==> config.mk <==
export PLATFORM = sky130hd
export DESIGN_NAME = pfa_cfg_regs
export DESIGN_NICKNAME = d
export VERILOG_FILES = /design/src/pfa_pkg.sv /design/src/pfa_cfg_regs.sv
export SDC_FILE = /design/constraint.sdc
export NUM_CORES = 1
export LEC_CHECK = 0
export ABC_CLOCK_PERIOD_IN_PS = 2700
export BUFFER_PORTS_ARGS = -buffer_cell sky130_fd_sc_hd__buf_4
export CAP_MARGIN = 20
export CORE_UTILIZATION = 45
export CTS_BUF_LIST = sky130_fd_sc_hd__clkbuf_16
export DETAILED_ROUTE_END_ITERATION = 12
export PLACE_DENSITY = 0.82
export REMOVE_ABC_BUFFERS = 1
export SYNTH_ARGS = -nofsm -noshare
export SYNTH_HDL_FRONTEND = slang
export SYNTH_SLANG_ARGS = --single-unit
==> constraint.sdc <==
create_clock -name aclk -period 2.7 [get_ports aclk]
set_clock_uncertainty 0.2 [all_clocks]
set_input_delay 0.81 -clock aclk [delete_from_list [all_inputs] [get_ports aclk]]
set_output_delay 0.81 -clock aclk [all_outputs]
set_load 0.01 [all_outputs]
==> src/pfa_pkg.sv <==
package pfa_pkg;

    localparam int PAGE_W  = 16;
    localparam int COUNT_W = 8;
    localparam int CFG_W   = 17;
    localparam int APB_AW  = 4;
    localparam int APB_DW  = 32;

    // Kernel image starts at 4 MiB; with 4 KiB frames that is frame 1024.
    localparam logic [31:0]      KERNEL_BASE_ADDR = 32'h0040_0000;
    localparam int               PAGE_SHIFT       = 12;
    localparam logic [CFG_W-1:0] KSTART_RESET     = CFG_W'(KERNEL_BASE_ADDR >> PAGE_SHIFT);
    localparam logic [CFG_W-1:0] PAGE_SPACE       = 17'h1_0000;

    localparam logic [COUNT_W-1:0] COUNT_MAX = 8'hFF;

    localparam logic [1:0] REG_KERNEL_START = 2'd0;
    localparam logic [1:0] REG_KERNEL_TOP   = 2'd1;
    localparam logic [1:0] REG_MEMORY_TOP   = 2'd2;

    typedef enum logic [1:0] {
        CMD_ALLOC_KERNEL = 2'd0,
        CMD_ALLOC_USER   = 2'd1,
        CMD_RELEASE      = 2'd2,
        CMD_ADD_REF      = 2'd3
    } cmd_t;

    typedef enum logic [2:0] {
        STS_OK           = 3'd0,
        STS_NO_FREE      = 3'd1,
        STS_OUT_OF_RANGE = 3'd2,
        STS_ALREADY_FREE = 3'd3,
        STS_SATURATED    = 3'd4
    } status_t;

    typedef enum logic [2:0] {
        ST_CLEAR,
        ST_IDLE,
        ST_SCAN,
        ST_MODIFY,
        ST_EMIT
    } state_t;

    typedef struct packed {
        cmd_t              cmd;
        logic [PAGE_W-1:0] page;
    } pfa_in_t;

    typedef struct packed {
        logic [PAGE_W-1:0]  page_out;
        status_t            status;
        logic [COUNT_W-1:0] count_after;
    } pfa_out_t;

    typedef struct packed {
        logic [CFG_W-1:0] kernel_start;
        logic [CFG_W-1:0] kernel_top;
        logic [CFG_W-1:0] memory_top;
    } cfg_t;

    typedef struct packed {
        logic               we;
        logic [PAGE_W-1:0]  waddr;
        logic [COUNT_W-1:0] wdata;
        logic               re;
        logic [PAGE_W-1:0]  raddr;
    } ram_req_t;

endpackage

==> src/pfa_cfg_regs.sv <==
module pfa_cfg_regs
    import pfa_pkg::*;
(
    input  logic              aclk,
    input  logic              aresetn,
    input  logic              psel,
    input  logic              penable,
    input  logic              pwrite,
    input  logic [APB_AW-1:0] paddr,
    input  logic [APB_DW-1:0] pwdata,
    output logic [APB_DW-1:0] prdata,
    output logic              pready,
    output cfg_t              cfg
);

    logic [CFG_W-1:0] kstart_reg, kstart_next;
    logic [CFG_W-1:0] ktop_reg, ktop_next;
    logic [CFG_W-1:0] mtop_reg, mtop_next;
    logic [1:0]       reg_idx;
    logic             wr_en;

    assign reg_idx = paddr[3:2];
    assign wr_en   = psel && penable && pwrite;
    assign pready  = 1'b1;

    always_comb begin
        kstart_next = kstart_reg;
        ktop_next   = ktop_reg;
        mtop_next   = mtop_reg;
        if (wr_en) begin
            case (reg_idx)
                REG_KERNEL_START: kstart_next = pwdata[CFG_W-1:0];
                REG_KERNEL_TOP:   ktop_next   = pwdata[CFG_W-1:0];
                REG_MEMORY_TOP:   mtop_next   = pwdata[CFG_W-1:0];
                default:          ;
            endcase
        end
    end

    always_ff @(posedge aclk) begin
        if (!aresetn) begin
            kstart_reg <= KSTART_RESET;
            ktop_reg   <= PAGE_SPACE;
            mtop_reg   <= PAGE_SPACE;
        end else begin
            kstart_reg <= kstart_next;
            ktop_reg   <= ktop_next;
            mtop_reg   <= mtop_next;
        end
    end

    always_comb begin
        case (reg_idx)
            REG_KERNEL_START: prdata = APB_DW'(kstart_reg);
            REG_KERNEL_TOP:   prdata = APB_DW'(ktop_reg);
            REG_MEMORY_TOP:   prdata = APB_DW'(mtop_reg);
            default:          prdata = '0;
        endcase
    end

    assign cfg.kernel_start = kstart_reg;
    assign cfg.kernel_top   = ktop_reg;
    assign cfg.memory_top   = mtop_reg;

endmodule

==> run_summary.xml, run 1 <==
<?xml version="1.0" encoding="UTF-8"?>
<metrics>
  <group name="critical_path">
    <metric name="endpoint_kind" unit="">output pin</metric>
    <metric name="critical_path.slowest_cell" unit="">sky130_fd_sc_hd__buf_2</metric>
    <metric name="timing.critical_path.mode_cell" unit="">sky130_fd_sc_hd__buf_4</metric>
    <metric name="crit_arrival" unit="ns">1.62</metric>
    <metric name="cp_top_delay_family" unit="">buffers and inverters</metric>
    <metric name="max_stage_delay" unit="ns">0.21</metric>
    <metric name="worst-path-max-fanout" unit="">7</metric>
    <metric name="crit_path_cell_trace" unit="">buf_4 -&gt; nor2b_4 -&gt; buf_2 -&gt; nand2_1 -&gt; o21ai_0 -&gt; buf_4</metric>
    <metric name="buffer_and_inverter_count_on_the_worst_path" unit="">3</metric>
    <metric name="worst_ep_required_time" unit="ns">1.69</metric>
    <metric name="worst_setup_path_start_kind" unit="">input pin</metric>
    <metric name="setup.worst_path.class" unit="">in -&gt; out</metric>
  </group>
  <group name="placed_design">
    <metric name="place.detailed.hpwl" unit="mm">4.394</metric>
    <metric name="port_buffers" unit="">91</metric>
    <metric name="place.gp.congestion" unit="">0.7527</metric>
    <metric name="post_dp_cell_area" unit="sq mm">0.003127</metric>
  </group>
  <group name="yosys">
    <metric name="synth.ff_latch_count" unit="">51</metric>
    <metric name="synth.distinct_cells" unit="">17</metric>
    <metric name="syn-instance-count" unit="">266</metric>
    <metric name="synthesis.area_per_instance" unit="sq um">9.135</metric>
    <metric name="yosys_warnings" unit="">0</metric>
    <metric name="fraction_of_the_yosys_area_taken_by_sequential_cells" unit="">0.4202</metric>
    <metric name="syn_area" unit="sq mm">0.002430</metric>
  </group>
  <group name="floorplan">
    <metric name="die_area" unit="sq mm">0.005697</metric>
    <metric name="core_region_area" unit="sq mm">0.005140</metric>
    <metric name="fp-row-count" unit="">26</metric>
    <metric name="width_of_the_die" unit="microns">75.48</metric>
    <metric name="fp.dieH" unit="microns">75.48</metric>
    <metric name="initial_standard_cell_utilization_of_the_core" unit="">0.4727</metric>
    <metric name="io_pins" unit="">125</metric>
  </group>
  <group name="cells_and_area">
    <metric name="layout-area-overhead-vs-synth" unit="%">35.94</metric>
    <metric name="drive_above_1_share" unit="">0.3249</metric>
    <metric name="final_nets" unit="">397</metric>
    <metric name="num-fill-cells" unit="">460</metric>
    <metric name="antenna-diode-count" unit="">0</metric>
    <metric name="fin_area" unit="sq mm">0.003303</metric>
  </group>
  <group name="clock_tree">
    <metric name="cts_sinks" unit="">51</metric>
    <metric name="clock_input_transition_at_the_sequential_cells_of_the_worst_setup_and_hold_paths" unit="ns">0.06</metric>
    <metric name="h-tree-depth" unit="">2</metric>
    <metric name="cts.hold.buffers_added" unit="">0</metric>
    <metric name="clk-insertion-delay-late" unit="ns">0.28</metric>
    <metric name="cts_root_buffer" unit="">sky130_fd_sc_hd__clkbuf_16</metric>
    <metric name="ctsLongestPathBuffers" unit="">2</metric>
    <metric name="tritoncts.num_buffers" unit="">5</metric>
    <metric name="cts_tree" unit="">yes</metric>
  </group>
  <group name="global_routing">
    <metric name="grt_start_max_net_pins" unit="">39</metric>
    <metric name="antenna_found_initial" unit="">0</metric>
    <metric name="global_route.overflow_total" unit="">0</metric>
    <metric name="vias_in_the_first_global_route" unit="">1831</metric>
    <metric name="wire_length_of_the_first_global_routing_pass" unit="mm">8.845</metric>
    <metric name="track_usage" unit="">0.2086</metric>
  </group>
  <group name="drt">
    <metric name="avgRoutedWirePerCell" unit="microns">13.94</metric>
    <metric name="detail-route-antenna-nets" unit="">0</metric>
    <metric name="vias_per_cell" unit="">4.944</metric>
    <metric name="drt-total-wl" unit="mm">5.952</metric>
    <metric name="drt_first_iter_violations" unit="">119</metric>
    <metric name="first_pass_iters" unit="">4</metric>
    <metric name="vias" unit="">2111</metric>
    <metric name="drc_errors" unit="">0</metric>
  </group>
  <group name="run">
    <metric name="max_cap_viol_count" unit="">0</metric>
  </group>
  <group name="timing">
    <metric name="min_period" unit="ns">2.626</metric>
    <metric name="timing.final.setup_violations" unit="">0</metric>
    <metric name="final.period_utilization" unit="">0.9725</metric>
    <metric name="fin_setup_tns" unit="ns">0</metric>
    <metric name="rsz_0062_raised_after_global_routing" unit="">no</metric>
    <metric name="hold_violations" unit="">0</metric>
    <metric name="highest_achievable_clock_rate" unit="MHz">380.8</metric>
    <metric name="slew_viol_final" unit="">0</metric>
  </group>
  <group name="worst_hold_path">
    <metric name="hold_path.class" unit="">reg -&gt; reg</metric>
  </group>
  <group name="pwr">
    <metric name="power_density" unit="mW/mm^2">491.0</metric>
    <metric name="design_power_total" unit="uW">1622</metric>
    <metric name="irDropWorstVdd" unit="V">0.0003032</metric>
    <metric name="power.static_leakage" unit="uW">0.001556</metric>
  </group>
  <group name="run_status">
    <metric name="status" unit="">finished, final reports clean</metric>
  </group>
</metrics>
## final cells by class
| type | count | area, sq um | area share |
|---|---|---|---|
| Clock buffer | 5 | 125.1 | 0.03788 |
| Clock inverter | 3 | 38.79 | 0.01174 |
| Multi-Input combinational cell | 193 | 1220 | 0.3693 |
| Sequential cell | 51 | 1021 | 0.3091 |
| Tap cell | 70 | 87.58 | 0.02652 |
| Timing Repair Buffer | 105 | 810.8 | 0.2455 |
## routing by layer
| metal | part of all wire | global-route usage | wire, microns |
|---|---|---|---|
| met4 | 0.0034 | 0.05967 | 20 |
| met2 | 0.50 | 0.3661 | 2995 |
| met5 | 0 | 0 | 0 |
| met1 | 0.43 | 0.2622 | 2568 |
| met3 | 0.062 | 0.03836 | 367 |
## worst register-to-register path, cell delays in order (launching register included)
cell and delay (ns):
sky130_fd_sc_hd__dfxtp_1 0.35, sky130_fd_sc_hd__nand2_1 0.07, sky130_fd_sc_hd__mux2i_1 0.16
## what timing repair did
item | 4_1_cts | 5_1_grt
resized for setup | 0 | 4
setup endpoints to repair | 0 | 1
buffers inserted | 0 | 0
hold endpoints to repair | 0 | 0
## Yosys cell counts
cell type	number	area (sq um)
sky130_fd_sc_hd__buf_12	1	20.02
sky130_fd_sc_hd__mux2i_1	68	680.7
sky130_fd_sc_hd__buf_6	2	22.52
sky130_fd_sc_hd__dlymetal6s2s_1	1	12.51
sky130_fd_sc_hd__buf_2	6	30.03
sky130_fd_sc_hd__clkbuf_1	5	18.77
sky130_fd_sc_hd__buf_4	20	150.1
sky130_fd_sc_hd__or3b_1	1	8.760
sky130_fd_sc_hd__dfxtp_1	51	1021
sky130_fd_sc_hd__nor3_1	1	5.000
sky130_fd_sc_hd__conb_1	2	7.510
sky130_fd_sc_hd__nand2_1	82	307.8
sky130_fd_sc_hd__nor3b_1	1	7.510
sky130_fd_sc_hd__clkbuf_2	1	5.000
sky130_fd_sc_hd__o21ai_0	17	85.08
sky130_fd_sc_hd__nand3_2	1	10.01
sky130_fd_sc_hd__nor2b_1	6	37.54
## final timing paths
check	from	end	slack (ns)	cells after the start
worst min register to register	mtop_reg[0]	mtop_reg[0]	0.28	2
worst max-delay path	paddr[3]	prdata[15]	0.07	6
worst max register to register	ktop_reg[14]	ktop_reg[14]	1.85	2
worst min-delay path	mtop_reg[0]	mtop_reg[0]	0.28	2
## layout by cell type (no fill, tap or decap), types with 2 or more instances in the layout
cell type and instances:
sky130_fd_sc_hd__dfxtp_1 51, sky130_fd_sc_hd__clkbuf_16 5, sky130_fd_sc_hd__buf_12 2, sky130_fd_sc_hd__buf_4 102
sky130_fd_sc_hd__mux2i_1 68, sky130_fd_sc_hd__nor2b_1 5, sky130_fd_sc_hd__o21ai_0 17, sky130_fd_sc_hd__conb_1 16
sky130_fd_sc_hd__nand2_1 82
## kinds of logic (layout without fill, tap and decap cells)
logic type             after synthesis  after routing  synth area share
and+or+nand+nor                     92             92            0.1550
muxes                               68             68            0.2801
DFF                                 51             51            0.4202
other                                2             16          0.003091
AOI/OAI and AO/OA                   17             17           0.03501
buffers and inverters               36            113            0.1066
## metrics by stage
step           cells  utilization  hold slack (ns)  setup slack, ns
6_report         427       0.6426           0.2758          0.07425
4_1_cts          426       0.6402           0.2752          0.06567
2_1_floorplan    244            -           0.2904          -0.6011
3_3_place_gp     418       0.6083           0.2590          0.08483
3_5_place_dp     418       0.6083           0.2665          0.07156
5_1_grt          427       0.6426           0.2913          0.02763
## power breakdown
part | internal (uW) | total [uW] | switching [uW]
logic | 74.3 | 163 | 88.7
clock network | 432 | 689 | 257
registers | 762 | 770 | 7.90
total | 1270 | 1620 | 353
(Power assumes the default switching activity.)
==> inputs of run 2 (changes only) <==
--- a/config.mk
+++ b/config.mk
@@ -5,13 +5,13 @@
 export SDC_FILE = /design/constraint.sdc
 export NUM_CORES = 1
 export LEC_CHECK = 0
-export ABC_CLOCK_PERIOD_IN_PS = 2700
+export ABC_CLOCK_PERIOD_IN_PS = 2120
 export BUFFER_PORTS_ARGS = -buffer_cell sky130_fd_sc_hd__buf_4
 export CAP_MARGIN = 20
-export CORE_UTILIZATION = 45
+export CORE_UTILIZATION = 41
 export CTS_BUF_LIST = sky130_fd_sc_hd__clkbuf_16
 export DETAILED_ROUTE_END_ITERATION = 12
-export PLACE_DENSITY = 0.82
+export PLACE_DENSITY = 0.79
 export REMOVE_ABC_BUFFERS = 1
 export SYNTH_ARGS = -nofsm -noshare
 export SYNTH_HDL_FRONTEND = slang
==> constraint.sdc (replaced) <==
create_clock -name aclk -period 2.12 [get_ports aclk]
set_clock_uncertainty 0.2 [all_clocks]
set_input_delay 0.636 -clock aclk [delete_from_list [all_inputs] [get_ports aclk]]
set_output_delay 0.636 -clock aclk [all_outputs]
set_load 0.01 [all_outputs]
==> run 2 against run 1 <==
Against the previous run: the flow now finishes with violations (negative setup slack); first-iteration DRC count is 52% lower; non-clock buffer count is 5 higher; worst setup slack got worse by 0.16 ns; utilization down 3.4 points; design area is 3.4% higher; total power rose by 20%; count of clock-buffer cells in the layout is the same; via count shrank 1.5%; critical endpoint is now prdata[12].
==> run_summary.xml, run 2 (same netlist as run 1, synthesis figures left out) <==
<?xml version="1.0" encoding="UTF-8"?>
<metrics>
  <group name="run_status">
    <metric name="status" unit="">finished with violations</metric>
    <metric name="violations" unit="">negative setup slack</metric>
  </group>
  <group name="global_routing">
    <metric name="track_usage" unit="">0.1915</metric>
    <metric name="global_route.overflow_total" unit="">0</metric>
    <metric name="grt_start_max_net_pins" unit="">37</metric>
    <metric name="antenna_found_initial" unit="">0</metric>
    <metric name="wire_length_of_the_first_global_routing_pass" unit="mm">9.397</metric>
    <metric name="vias_in_the_first_global_route" unit="">1942</metric>
  </group>
  <group name="worst_hold_path">
    <metric name="hold_path.class" unit="">reg -&gt; reg</metric>
    <metric name="holdCritStartpoint" unit="">ktop_reg[15]</metric>
  </group>
  <group name="critical_path">
    <metric name="critical_path.slowest_cell" unit="">sky130_fd_sc_hd__buf_6</metric>
    <metric name="worst_ep_required_time" unit="ns">1.28</metric>
    <metric name="crit_arrival" unit="ns">1.37</metric>
    <metric name="worst_setup_path_start_kind" unit="">input pin</metric>
    <metric name="worst-path-max-fanout" unit="">5</metric>
    <metric name="startpoint_of_the_worst_slack_reg_to_reg_timing_path" unit="">mtop_reg[8]</metric>
    <metric name="crit_path_cell_trace" unit="">buf_12 -&gt; nor2b_4 -&gt; buf_6 -&gt; nand2_2 -&gt; o21ai_2 -&gt; buf_4</metric>
    <metric name="endpoint_kind" unit="">output pin</metric>
    <metric name="setup.worst_path.class" unit="">in -&gt; out</metric>
    <metric name="max_stage_delay" unit="ns">0.17</metric>
    <metric name="critPathLaunch" unit="">paddr[2]</metric>
  </group>
  <group name="floorplan">
    <metric name="fp-row-count" unit="">27</metric>
    <metric name="core_region_area" unit="sq mm">0.005608</metric>
    <metric name="initial_standard_cell_utilization_of_the_core" unit="">0.4333</metric>
    <metric name="io_pins" unit="">125</metric>
    <metric name="die_area" unit="sq mm">0.006239</metric>
    <metric name="fp.dieH" unit="microns">78.99</metric>
    <metric name="width_of_the_die" unit="microns">78.99</metric>
  </group>
  <group name="timing">
    <metric name="final.period_utilization" unit="">1.039</metric>
    <metric name="rsz_0062_raised_after_global_routing" unit="">yes</metric>
    <metric name="timing.final.setup_violations" unit="">17</metric>
    <metric name="slew_viol_final" unit="">0</metric>
    <metric name="hold_violations" unit="">0</metric>
    <metric name="highest_achievable_clock_rate" unit="MHz">453.9</metric>
    <metric name="hold_slack" unit="ns">0.2722</metric>
    <metric name="min_period" unit="ns">2.203</metric>
    <metric name="layout_setup_ws" unit="ns">-0.08303</metric>
  </group>
  <group name="cells_and_area">
    <metric name="drive_above_1_share" unit="">0.3785</metric>
    <metric name="layout.cells.most_common" unit="">sky130_fd_sc_hd__buf_4</metric>
    <metric name="layout-area-overhead-vs-synth" unit="%">40.58</metric>
    <metric name="num-fill-cells" unit="">494</metric>
    <metric name="antenna-diode-count" unit="">0</metric>
    <metric name="final_cell_mix" unit="">102 x sky130_fd_sc_hd__buf_4, 71 x sky130_fd_sc_hd__nand2_1, 67 x sky130_fd_sc_hd__mux2i_1, 51 x sky130_fd_sc_hd__dfxtp_1, 16 x sky130_fd_sc_hd__conb_1</metric>
    <metric name="final_cell_count_without_fillers" unit="">434</metric>
    <metric name="final_nets" unit="">402</metric>
    <metric name="utilization" unit="">0.6091</metric>
  </group>
  <group name="drt">
    <metric name="first_pass_iters" unit="">4</metric>
    <metric name="drt_first_iter_violations" unit="">57</metric>
    <metric name="vias" unit="">2079</metric>
    <metric name="drc_errors" unit="">0</metric>
    <metric name="drt-total-wl" unit="mm">5.955</metric>
    <metric name="detail-route-antenna-nets" unit="">0</metric>
    <metric name="avgRoutedWirePerCell" unit="microns">13.72</metric>
    <metric name="vias_per_cell" unit="">4.790</metric>
  </group>
  <group name="placed_design">
    <metric name="place.gp.congestion" unit="">0.7073</metric>
    <metric name="post-place-ws" unit="ns">-0.1238</metric>
    <metric name="place.detailed.hpwl" unit="mm">4.235</metric>
    <metric name="port_buffers" unit="">91</metric>
    <metric name="placed_cells" unit="">425</metric>
  </group>
  <group name="clock_tree">
    <metric name="ctsLongestPathBuffers" unit="">2</metric>
    <metric name="tritoncts.num_buffers" unit="">5</metric>
    <metric name="h-tree-depth" unit="">2</metric>
    <metric name="cts_tree" unit="">yes</metric>
    <metric name="post_cts_buffers" unit="">0</metric>
    <metric name="cts_sinks" unit="">51</metric>
    <metric name="cts_root_buffer" unit="">sky130_fd_sc_hd__clkbuf_16</metric>
    <metric name="cts.hold.buffers_added" unit="">0</metric>
    <metric name="clock_input_transition_at_the_sequential_cells_of_the_worst_setup_and_hold_paths" unit="ns">0.06</metric>
    <metric name="clk-insertion-delay-late" unit="ns">0.28</metric>
  </group>
  <group name="pwr">
    <metric name="irDropWorstVdd" unit="V">0.0003428</metric>
    <metric name="power_density" unit="mW/mm^2">570.4</metric>
    <metric name="power.static_leakage" unit="uW">0.001602</metric>
  </group>
  <group name="run">
    <metric name="max_cap_viol_count" unit="">0</metric>
  </group>
</metrics>
==> run 2: routing by layer <==
layer | wire, microns | global-route usage | share of wire
met4 | 23 | 0.04182 | 0.0039
met1 | 2559 | 0.2352 | 0.43
met5 | 0 | 0 | 0
met2 | 3001 | 0.3414 | 0.50
met3 | 372 | 0.04023 | 0.062
==> run 2: area by class of cell <==
| cell class | instances | area [sq um] | area share |
|---|---|---|---|
| clock buffer | 5 | 125.1 | 0.03663 |
| clock inverter | 3 | 11.26 | 0.003297 |
| multi-input combinational | 193 | 1274 | 0.3729 |
| sequential | 51 | 1021 | 0.2989 |
| tap | 72 | 90.09 | 0.02637 |
| timing repair buffer | 110 | 894.6 | 0.2619 |
==> run 2: worst paths after layout <==
check,to,slack [ns],depth (start not counted)
max,prdata[12],-0.08,6
min,ktop_reg[15],0.27,2
max reg2reg,mtop_reg[8],1.25,2
min reg2reg,ktop_reg[15],0.27,2
==> run 2: through the flow <==
stage          power (uW)  TNS (ns)  area (sq um)
6_report             1948   -0.8052          3416
5_1_grt              2033    -1.414          3416
4_1_cts              1967    -1.034          3367
3_5_place_dp         1212    -2.071          3182
3_3_place_gp         1208    -1.639          3182
2_1_floorplan        1077    -35.10          2223
==> run 2: what timing repair did <==
action / CTS / global route
resized for setup: 19 / 23
gates cloned: 1 / 0
setup endpoints to repair: 17 / 17
pin swaps: 2 / 6
==> run 2: worst max-delay path, delay by kind of cell <==
kind                   cells  cell delay, ns
and+or+nand+nor            2            0.23
AOI/OAI and AO/OA          1            0.07
buffers and inverters      3            0.42
==> run 2: power by group <==
part / internal [uW] / switching (uW) / total, uW / leakage (uW)
Combinational: 109 / 118 / 227 / 0.00112
Clock: 425 / 315 / 740 / 0.0000701
Sequential: 971 / 10.4 / 981 / 0.000412
