File: src/pfa_pkg.sv
package pfa_pkg;

    localparam int PAGE_W  = 16;
    localparam int COUNT_W = 8;
    localparam int CFG_W   = 17;
    localparam int APB_AW  = 4;
    localparam int APB_DW  = 32;

    // Kernel image starts at 4 MiB; with 4 KiB frames that is frame 1024.
    localparam logic [31:0]      KERNEL_BASE_ADDR = 32'h0040_0000;
    localparam int               PAGE_SHIFT       = 12;
    localparam logic [CFG_W-1:0] KSTART_RESET     = CFG_W'(KERNEL_BASE_ADDR >> PAGE_SHIFT);
    localparam logic [CFG_W-1:0] PAGE_SPACE       = 17'h1_0000;

    localparam logic [COUNT_W-1:0] COUNT_MAX = 8'hFF;

    localparam logic [1:0] REG_KERNEL_START = 2'd0;
    localparam logic [1:0] REG_KERNEL_TOP   = 2'd1;
    localparam logic [1:0] REG_MEMORY_TOP   = 2'd2;

    typedef enum logic [1:0] {
        CMD_ALLOC_KERNEL = 2'd0,
        CMD_ALLOC_USER   = 2'd1,
        CMD_RELEASE      = 2'd2,
        CMD_ADD_REF      = 2'd3
    } cmd_t;

    typedef enum logic [2:0] {
        STS_OK           = 3'd0,
        STS_NO_FREE      = 3'd1,
        STS_OUT_OF_RANGE = 3'd2,
        STS_ALREADY_FREE = 3'd3,
        STS_SATURATED    = 3'd4
    } status_t;

    typedef enum logic [2:0] {
        ST_CLEAR,
        ST_IDLE,
        ST_SCAN,
        ST_MODIFY,
        ST_EMIT
    } state_t;

    typedef struct packed {
        cmd_t              cmd;
        logic [PAGE_W-1:0] page;
    } pfa_in_t;

    typedef struct packed {
        logic [PAGE_W-1:0]  page_out;
        status_t            status;
        logic [COUNT_W-1:0] count_after;
    } pfa_out_t;

    typedef struct packed {
        logic [CFG_W-1:0] kernel_start;
        logic [CFG_W-1:0] kernel_top;
        logic [CFG_W-1:0] memory_top;
    } cfg_t;

    typedef struct packed {
        logic               we;
        logic [PAGE_W-1:0]  waddr;
        logic [COUNT_W-1:0] wdata;
        logic               re;
        logic [PAGE_W-1:0]  raddr;
    } ram_req_t;

endpackage

File: src/pfa_engine.sv
module pfa_engine
    import pfa_pkg::*;
#(
    parameter int TABLE_DEPTH = 65536,
    parameter int AW          = 16
) (
    input  logic               aclk,
    input  logic               aresetn,
    input  cfg_t               cfg,
    input  logic               in_valid,
    output logic               in_ready,
    input  pfa_in_t            in_data,
    input  logic               out_free,
    output logic               res_valid,
    output pfa_out_t           res_data,
    output ram_req_t           ram_req,
    input  logic [COUNT_W-1:0] ram_rdata
);

    localparam logic [CFG_W-1:0] TABLE_LIMIT = CFG_W'(TABLE_DEPTH);
    localparam logic [AW-1:0]    CLR_LAST    = AW'(TABLE_DEPTH - 1);

    state_t             state_reg, state_next;
    logic [AW-1:0]      clr_addr_reg, clr_addr_next;
    logic               rd_valid_reg, rd_valid_next;
    logic [PAGE_W-1:0]  rd_addr_reg, rd_addr_next;
    logic [CFG_W-1:0]   scan_addr_reg, scan_addr_next;
    logic [CFG_W-1:0]   scan_hi_reg, scan_hi_next;
    logic               user_phase_reg, user_phase_next;
    cmd_t               cmd_reg, cmd_next;
    logic [PAGE_W-1:0]  page_reg, page_next;
    pfa_out_t           res_reg, res_next;
    logic               wr_en_reg, wr_en_next;
    logic [PAGE_W-1:0]  wr_addr_reg, wr_addr_next;
    logic [COUNT_W-1:0] wr_data_reg, wr_data_next;

    logic [CFG_W-1:0]   page_ext;
    logic               in_range;

    function automatic logic [CFG_W-1:0] clip(input logic [CFG_W-1:0] v);
        return (v < TABLE_LIMIT) ? v : TABLE_LIMIT;
    endfunction

    assign page_ext = {1'b0, in_data.page};
    assign in_range = (page_ext < cfg.memory_top) && (page_ext < TABLE_LIMIT);

    always_comb begin
        state_next      = state_reg;
        clr_addr_next   = clr_addr_reg;
        rd_valid_next   = rd_valid_reg;
        rd_addr_next    = rd_addr_reg;
        scan_addr_next  = scan_addr_reg;
        scan_hi_next    = scan_hi_reg;
        user_phase_next = user_phase_reg;
        cmd_next        = cmd_reg;
        page_next       = page_reg;
        res_next        = res_reg;
        wr_en_next      = wr_en_reg;
        wr_addr_next    = wr_addr_reg;
        wr_data_next    = wr_data_reg;
        ram_req         = '0;
        in_ready        = 1'b0;
        res_valid       = 1'b0;

        case (state_reg)
            ST_CLEAR: begin
                ram_req.we    = 1'b1;
                ram_req.waddr = PAGE_W'(clr_addr_reg);
                ram_req.wdata = '0;
                clr_addr_next = clr_addr_reg + 1'b1;
                if (clr_addr_reg == CLR_LAST) begin
                    state_next = ST_IDLE;
                end
            end
            ST_IDLE: begin
                in_ready = 1'b1;
                if (in_valid) begin
                    cmd_next      = in_data.cmd;
                    page_next     = in_data.page;
                    rd_valid_next = 1'b0;
                    case (in_data.cmd)
                        CMD_ALLOC_KERNEL: begin
                            scan_addr_next  = cfg.kernel_start;
                            scan_hi_next    = clip(cfg.kernel_top);
                            user_phase_next = 1'b0;
                            state_next      = ST_SCAN;
                        end
                        CMD_ALLOC_USER: begin
                            scan_addr_next  = cfg.kernel_top;
                            scan_hi_next    = clip(cfg.memory_top);
                            user_phase_next = 1'b1;
                            state_next      = ST_SCAN;
                        end
                        default: begin
                            if (in_range) begin
                                ram_req.re    = 1'b1;
                                ram_req.raddr = in_data.page;
                                state_next    = ST_MODIFY;
                            end else begin
                                res_next   = '{page_out: in_data.page,
                                               status: STS_OUT_OF_RANGE,
                                               count_after: '0};
                                wr_en_next = 1'b0;
                                state_next = ST_EMIT;
                            end
                        end
                    endcase
                end
            end
            ST_SCAN: begin
                if (rd_valid_reg && (ram_rdata == '0)) begin
                    // free frame found: claim it with a count of one
                    res_next      = '{page_out: rd_addr_reg, status: STS_OK,
                                      count_after: COUNT_W'(1)};
                    wr_en_next    = 1'b1;
                    wr_addr_next  = rd_addr_reg;
                    wr_data_next  = COUNT_W'(1);
                    rd_valid_next = 1'b0;
                    state_next    = ST_EMIT;
                end else if (scan_addr_reg < scan_hi_reg) begin
                    ram_req.re     = 1'b1;
                    ram_req.raddr  = scan_addr_reg[PAGE_W-1:0];
                    rd_valid_next  = 1'b1;
                    rd_addr_next   = scan_addr_reg[PAGE_W-1:0];
                    scan_addr_next = scan_addr_reg + 1'b1;
                end else begin
                    rd_valid_next = 1'b0;
                    if (!rd_valid_reg) begin
                        if (user_phase_reg) begin
                            // user region exhausted, fall back to kernel region
                            scan_addr_next  = cfg.kernel_start;
                            scan_hi_next    = clip(cfg.kernel_top);
                            user_phase_next = 1'b0;
                        end else begin
                            res_next   = '{page_out: '0, status: STS_NO_FREE,
                                           count_after: '0};
                            wr_en_next = 1'b0;
                            state_next = ST_EMIT;
                        end
                    end
                end
            end
            ST_MODIFY: begin
                wr_addr_next = page_reg;
                if (cmd_reg == CMD_RELEASE) begin
                    if (ram_rdata == '0) begin
                        res_next   = '{page_out: page_reg, status: STS_ALREADY_FREE,
                                       count_after: '0};
                        wr_en_next = 1'b0;
                    end else begin
                        res_next     = '{page_out: page_reg, status: STS_OK,
                                         count_after: ram_rdata - 1'b1};
                        wr_en_next   = 1'b1;
                        wr_data_next = ram_rdata - 1'b1;
                    end
                end else begin
                    if (ram_rdata == COUNT_MAX) begin
                        res_next   = '{page_out: page_reg, status: STS_SATURATED,
                                       count_after: COUNT_MAX};
                        wr_en_next = 1'b0;
                    end else begin
                        res_next     = '{page_out: page_reg, status: STS_OK,
                                         count_after: ram_rdata + 1'b1};
                        wr_en_next   = 1'b1;
                        wr_data_next = ram_rdata + 1'b1;
                    end
                end
                state_next = ST_EMIT;
            end
            ST_EMIT: begin
                if (out_free) begin
                    res_valid = 1'b1;
                    if (wr_en_reg) begin
                        ram_req.we    = 1'b1;
                        ram_req.waddr = wr_addr_reg;
                        ram_req.wdata = wr_data_reg;
                    end
                    state_next = ST_IDLE;
                end
            end
            default: begin
                state_next = ST_IDLE;
            end
        endcase
    end

    always_ff @(posedge aclk) begin
        if (!aresetn) begin
            state_reg    <= ST_CLEAR;
            clr_addr_reg <= '0;
            rd_valid_reg <= 1'b0;
        end else begin
            state_reg    <= state_next;
            clr_addr_reg <= clr_addr_next;
            rd_valid_reg <= rd_valid_next;
        end
    end

    always_ff @(posedge aclk) begin
        rd_addr_reg    <= rd_addr_next;
        scan_addr_reg  <= scan_addr_next;
        scan_hi_reg    <= scan_hi_next;
        user_phase_reg <= user_phase_next;
        cmd_reg        <= cmd_next;
        page_reg       <= page_next;
        res_reg        <= res_next;
        wr_en_reg      <= wr_en_next;
        wr_addr_reg    <= wr_addr_next;
        wr_data_reg    <= wr_data_next;
    end

    assign res_data = res_reg;

endmodule

File: config.mk
export PLATFORM = sky130hd
export DESIGN_NAME = pfa_engine
export DESIGN_NICKNAME = d
export VERILOG_FILES = /design/src/pfa_pkg.sv /design/src/pfa_engine.sv
export SDC_FILE = /design/constraint.sdc
export NUM_CORES = 1
export LEC_CHECK = 0
export BUFFER_PORTS_ARGS = -buffer_cell sky130_fd_sc_hd__buf_2
export CORE_ASPECT_RATIO = 2
export CORE_MARGIN = 8
export CORE_UTILIZATION = 40
export DETAILED_ROUTE_END_ITERATION = 10
export PLACE_DENSITY_LB_ADDON = 0.12
export SLEW_MARGIN = 30
export SYNTH_ARGS = -nofsm -noshare
export SYNTH_HDL_FRONTEND = slang
export SYNTH_SLANG_ARGS = --single-unit
File: constraint.sdc
create_clock -name aclk -period 11.8 [get_ports aclk]
set_input_delay 1.18 -clock aclk [delete_from_list [all_inputs] [get_ports aclk]]
set_output_delay 1.18 -clock aclk [all_outputs]
set_load 0.01 [all_outputs]
==> results.toml, run 1 <==
[run_status]
result_of_the_run = "finished clean"

[global_routing]
grt_pass1_vias = 6605
grt-ovfl-total = 0
grt_use_met2 = 0.3552
globalRouteMet3Util = 0.04024
grt_start_max_net_pins = 35
grt_use_total = 0.1832
grt_antenna_before_repair = 0
grt_busiest_layer = "met2"
use_met1 = 0.1683
wire_length_of_the_first_global_routing_pass_mm = 33.98

[synthesis]
synth_area_per_cell_um2 = 10.72
synth_area_leader_cell = "sky130_fd_sc_hd__edfxtp_1"
yosys.cell_count.top_type = "sky130_fd_sc_hd__edfxtp_1"
synth_warnings = 0
register_bit_count_reported_by_yosys = 141
most_used_flip_flop_cell_after_synthesis = "sky130_fd_sc_hd__edfxtp_1"
postSynthCellCount = 715
synth_area_um2 = 7666
yosysUniqueCellTypes = 69
synth.top_cells.by_count = "sky130_fd_sc_hd__edfxtp_1 (121), sky130_fd_sc_hd__nand2_1 (90), sky130_fd_sc_hd__nor2_1 (65), sky130_fd_sc_hd__inv_1 (58), sky130_fd_sc_hd__a22o_1 (48)"
postSynthNetCount = 832
synth_largest_type_area_fraction = 0.4740
async_reset_ff_frac = 0
synth.top_cells.by_area = "sky130_fd_sc_hd__edfxtp_1 (47%), sky130_fd_sc_hd__ha_1 (5.9%), sky130_fd_sc_hd__a22o_1 (5.5%)"
yosysSeqAreaShare = 0.5262
synth_enable_flop_cells = 121

[floorplanning]
num_rows = 71
io-pin-count = 152
die_h_um = 211.8
fp.dieW_um = 113.9
design.die.area_um2 = 24120
initial_utilization = 0.4071
design.core.area_um2 = 18830

[route]
viasPerCell = 5.306
detail_route.wirelength_mm = 21.79
detailed_router_iteration_count_before_antenna_repair = 8
drt_drc_violations_left = 0
post_drt_wl_per_cell_um = 19.30
drt_iter0_markers = 310
postRouteAntennaNets = 0
vias = 5991

[timing]
fin_crit_ps = 5153
smallest_setup_slack_after_layout_ps = 6647
fmaxAchievable_ghz = 0.1940
fin_tns_setup_ps = 0
timing.final.crit_share = 0.4367
drv_slew = 0
hold_viol_final = 0
worst_hold_slack_ps = 544.8
final-setup-viol-count = 0
maxSlewHeadroom = 0.4073
timing.clock.skew_ps = 9.121
worst-slew-pin-transition_ps = 882.2
grt_setup_unrepaired = "false"

[critical_path]
rr_endpoint = "scan_addr_reg[6]"
worst-path-max-fanout = 17
rrSetupSlack_ps = 8380
start_kind = "input port"
critical_path.reg2reg.startpoint = "state_reg[0]"
crit_required_ps = 10620
timing.setup.critical_path_class = "input port to primary output"
worst_setup_path_end_kind = "primary output"
cp.arrival_ps = 3970
worst_r2r_path_depth = 5

[hold_path]
hold_path_class = "flip-flop to flip-flop"
hold-path-cell-count = 2
beginning_of_the_worst_hold_path = "rd_addr_reg[7]"
min_to = "wr_addr_reg[7]"

[clock_network]
cts_made_buffers = 17
clockRootBuffer = "sky130_fd_sc_hd__clkbuf_16"
tritoncts_clock_tree = "built"
number_of_buffers_between_clock_root_and_the_deepest_sink = 2
htree_levels = 4
tritoncts_sinks = 141
post_cts_resize_count = 0
post-cts-setup-buffer-count = 0
worst_setup_hold_path_clk_slew_ps = 60
clk_latency_ps = 420
post_cts_hold_buffer_count = 0

[run]
max-cap-violations = 0

[final_layout]
num-nets-final = 978
fillerInstances = 1814
area_growth_syn_to_fin_pct = 21.45
insertedDiodeCount = 0
largest_register_ffs = 27
fin_util = 0.4944
layout-drive-gt1-share = 0.2506

[pwr]
internal_power_uw = 968.6
power_frac_clock = 0.498
worst_ir_drop_vdd_mv = 0.08861
total_switching_power_uw = 238.9
power.share.switching = 0.1979
power.density_nw_per_um2 = 129.7
power.combinational.fraction = 0.054
leakage_uw = 0.003947
power.share.sequential = 0.447

[placed_design]
detailed_place_hpwl_mm = 17.37
finalWeightedCongestion = 0.9186
dp_worst_setup_slack_ps = 6591
port_buffers = 151
[metrics by stage]
stage / area, um^2 / cells / total power, uW
after floorplan: 7666 / 715 / 583.8
after global placement: 8642 / 1097 / 614.4
after detailed placement: 8642 / 1097 / 616.4
after CTS: 9306 / 1129 / 1217
after global routing: 9310 / 1129 / 1241
final: 9310 / 1129 / 1208
[power by group through the flow]
stage / Sequential, uW / Clock (uW) / Combinational (uW)
floorplan: 550 / 0 / 33.5
finish: 540 / 602 / 65.8
global placement: 550 / 0 / 64.0
global route: 540 / 628 / 73.3
CTS: 540 / 611 / 66.2
detailed placement: 550 / 0 / 65.9
[layout by cell type, fill, tap and decap left out, drive strengths merged, types with 4 or more instances in the layout]
master / count
buf: 158
edfxtp: 121
nand2: 90
nor2: 67
inv: 59
a22o: 48
ha: 36
xor2: 24
dfxtp: 20
clkbuf: 20
a21oi: 19
o21ai: 19
nand3: 18
and3: 16
nand4: 14
a221oi: 13
xnor2: 13
nor3: 11
and2: 9
a222oi: 7
clkinv: 7
or2: 6
a22oi: 6
bufinv: 6
nor2b: 5
a21o: 5
o21a: 5
nor4: 4
nand2b: 4
o221a: 4
a31oi: 4
a211oi: 4
[layer usage]
| metal | vias to the layer above | routed length (um) |
|---|---|---|
| li1 | 2934 | - |
| met1 | 2822 | 7742 |
| met2 | 192 | 12130 |
| met3 | 43 | 1040 |
| met4 | 0 | 875 |
| met5 | - | 0 |
[cell type report]
type | instances | area [um^2] | area share
Sequential cell | 141 | 4034 | 0.4333
Multi-Input combinational cell | 483 | 3254 | 0.3495
Timing Repair Buffer | 158 | 808.3 | 0.08682
Clock buffer | 20 | 446.7 | 0.04798
Tap cell | 255 | 319.1 | 0.03427
Inverter | 60 | 230.2 | 0.02473
Clock inverter | 12 | 217.7 | 0.02338
[worst max-delay path by stage]
stage | start | endpoint | slack (ps) | cells after the start
after floorplan | cfg[12] | res_data[0] | 6990 | 8
after global placement | cfg[12] | ram_req[7] | 6630 | 10
after detailed placement | cfg[12] | ram_req[12] | 6590 | 10
after CTS | cfg[12] | ram_req[12] | 6560 | 10
after global routing | cfg[12] | ram_req[7] | 6410 | 10
final | cfg[12] | ram_req[12] | 6650 | 10
[critical path, cell delays in order]
cell and delay, ps:
sky130_fd_sc_hd__buf_2 90, sky130_fd_sc_hd__inv_1 40, sky130_fd_sc_hd__ha_1 320, sky130_fd_sc_hd__a21oi_1 140
sky130_fd_sc_hd__o21ai_0 160, sky130_fd_sc_hd__a2111oi_1 680, sky130_fd_sc_hd__a211oi_2 240, sky130_fd_sc_hd__nor3_4 750
sky130_fd_sc_hd__a22o_1 240, sky130_fd_sc_hd__buf_2 130
[logic make-up (layout without fill, tap and decap cells)]
logic type,count (synthesis),in the layout,synth area share
AND/OR/NAND/NOR,254,254,0.1598
AO/OA/AOI/OAI,155,155,0.1606
flip-flops,141,141,0.5262
buffers and inverters,91,250,0.05108
XOR/XNOR,37,37,0.04227
adder cells (fa/ha/maj),36,36,0.05876
multiplexers,1,1,0.001306
Power figures use the tool's default switching activity.
==> inputs of run 2 (changes only) <==
==> constraint.sdc (replaced) <==
create_clock -name aclk -period 5.2 [get_ports aclk]
set_input_delay 0.52 -clock aclk [delete_from_list [all_inputs] [get_ports aclk]]
set_output_delay 0.52 -clock aclk [all_outputs]
set_load 0.01 [all_outputs]
==> results.toml, run 2 (same netlist as run 1, synthesis figures left out) <==
[run_status]
result_of_the_run = "finished clean"

[pwr]
power_frac_clock = 0.458
power.combinational.fraction = 0.059
power.density_nw_per_um2 = 275.1
power.share.switching = 0.2207
total_switching_power_uw = 559.8
power.share.sequential = 0.483
worst_ir_drop_vdd_mv = 0.1785
internal_power_uw = 1976
leakage_uw = 0.003894
power_uw = 2536

[final_layout]
final_cell_area_um2 = 9216
mostFrequentLayoutCell = "sky130_fd_sc_hd__buf_2"
layout_common_cells = "sky130_fd_sc_hd__buf_2 (151), sky130_fd_sc_hd__edfxtp_1 (121), sky130_fd_sc_hd__nand2_1 (89)"
num-nets-final = 979
insertedDiodeCount = 0
largest_register_ffs = 27
layout-drive-gt1-share = 0.2514
area_growth_syn_to_fin_pct = 20.22

[critical_path]
worst_r2r_path_depth = 7
worst-path-max-fanout = 17
critPathLaunch = "cfg[12]"
crit_required_ps = 4680
rr_endpoint = "scan_hi_reg[10]"
start_kind = "input port"
rrSetupSlack_ps = 1840
worst_setup_path_end_kind = "primary output"
cp.arrival_ps = 3450
critical_path.reg2reg.startpoint = "scan_addr_reg[12]"
timing.setup.critical_path_class = "input port to primary output"

[clock_network]
post_cts_resize_count = 0
worst_setup_hold_path_clk_slew_ps = 60
post_cts_hold_buffer_count = 0
cts_made_buffers = 17
tritoncts_clock_tree = "built"
htree_levels = 4
post-cts-setup-buffer-count = 0
tritoncts_sinks = 141
number_of_buffers_between_clock_root_and_the_deepest_sink = 2
clockRootBuffer = "sky130_fd_sc_hd__clkbuf_16"
clk_latency_ps = 420

[route]
detail_route.wirelength_mm = 21.88
drt_drc_violations_left = 0
drt_iter0_markers = 297
viasPerCell = 5.419
post_drt_wl_per_cell_um = 19.36
detailed_router_iteration_count_before_antenna_repair = 5
postRouteAntennaNets = 0
vias = 6123

[timing]
worst_hold_slack_ps = 335.6
smallest_setup_slack_after_layout_ps = 1231
maxSlewHeadroom = 0.4018
drv_slew = 0
fin_tns_setup_ps = 0
fmaxAchievable_ghz = 0.2519
fin_crit_ps = 3969
final-setup-viol-count = 0
timing.final.crit_share = 0.7633
timing.clock.skew_ps = 7.970
worst-slew-pin-transition_ps = 897.3
grt_setup_unrepaired = "false"
hold_viol_final = 0

[floorplanning]
io-pin-count = 152
design.die.area_um2 = 24120
num_rows = 71
design.core.area_um2 = 18830
die_h_um = 211.8
initial_utilization = 0.4071
fp.dieW_um = 113.9

[global_routing]
grt_start_max_net_pins = 35
grt_antenna_before_repair = 0
wire_length_of_the_first_global_routing_pass_mm = 34.16
grt_pass1_vias = 6649
grt-ovfl-total = 0
grt_use_total = 0.1839

[placed_design]
detailed_place_hpwl_mm = 17.31
finalWeightedCongestion = 0.9140
placed_area_um2 = 8650
dp_worst_setup_slack_ps = 1194
port_buffers = 151

[hold_path]
hold-path-cell-count = 1
hold_path_class = "input port to flip-flop"
min_to = "cmd_reg[0]"
beginning_of_the_worst_hold_path = "in_data[16]"

[run]
max-cap-violations = 0
==> run 2: cell types whose count changed in the layout (fill, tap and decap cells not counted) <==
cell / previous run / this run
sky130_fd_sc_hd__inv_4: 0 / 3
sky130_fd_sc_hd__buf_4: 7 / 8
sky130_fd_sc_hd__clkbuf_16: 17 / 19
sky130_fd_sc_hd__clkinv_2: 4 / 6
sky130_fd_sc_hd__and2_1: 8 / 9
sky130_fd_sc_hd__bufinv_16: 6 / 0
sky130_fd_sc_hd__clkinv_4: 2 / 1
sky130_fd_sc_hd__clkbuf_1: 2 / 1
sky130_fd_sc_hd__and2_2: 1 / 0
sky130_fd_sc_hd__clkbuf_8: 1 / 2
==> run 2: worst max path at each step <==
stage                        endpoint  slack (ps)  depth (start not counted)
final                     ram_req[12]        1230                         10
after global routing       ram_req[5]        1080                         10
after CTS                 ram_req[12]        1170                         10
after detailed placement  ram_req[12]        1190                         10
after global placement     ram_req[7]        1300                         10
after floorplan           res_data[0]         860                          7
==> run 2: area by class of cell <==
class / instances / area [um^2]
Multi-Input combinational cell: 483 / 3253
Clock inverter: 10 / 57.56
Sequential cell: 141 / 4034
Fill cell: 1801 / 9617
Tap cell: 255 / 319.1
Timing Repair Buffer: 159 / 815.8
Inverter: 60 / 230.2
Clock buffer: 22 / 506.7
==> run 2: critical path, stage by stage <==
cell and delay (ps):
sky130_fd_sc_hd__buf_2 90, sky130_fd_sc_hd__inv_1 40, sky130_fd_sc_hd__ha_1 320, sky130_fd_sc_hd__a21oi_1 160, sky130_fd_sc_hd__o21ai_0 160, sky130_fd_sc_hd__a2111oi_1 790
sky130_fd_sc_hd__a211oi_2 250, sky130_fd_sc_hd__nor3_4 740, sky130_fd_sc_hd__a22o_1 240, sky130_fd_sc_hd__buf_2 130
==> run 2: routing by layer <==
metal  vias to the layer above  share of wire  GRT usage
met1                      2889           0.36     0.1727
li1                       2932              -          -
met2                       243           0.55     0.3523
met4                         0          0.046     0.1110
met3                        59          0.046    0.03710
met5                         -              0          0
==> run 2: power groups by stage <==
| stage | logic, uW | clock network, uW | registers [uW] |
|---|---|---|---|
| finish | 150 | 1160 | 1230 |
| global route | 167 | 1220 | 1230 |
| CTS | 150 | 1170 | 1230 |
| detailed placement | 149 | 0 | 1250 |
| global placement | 145 | 0 | 1250 |
| floorplan | 76.1 | 0 | 1250 |
==> run 2: per-stage QoR <==
step	utilization	std cells
finish	0.4894	1130
detailed placement	0.4593	1098
global placement	0.4593	1098
global route	0.4894	1130
CTS	0.4892	1130
floorplan	-	715
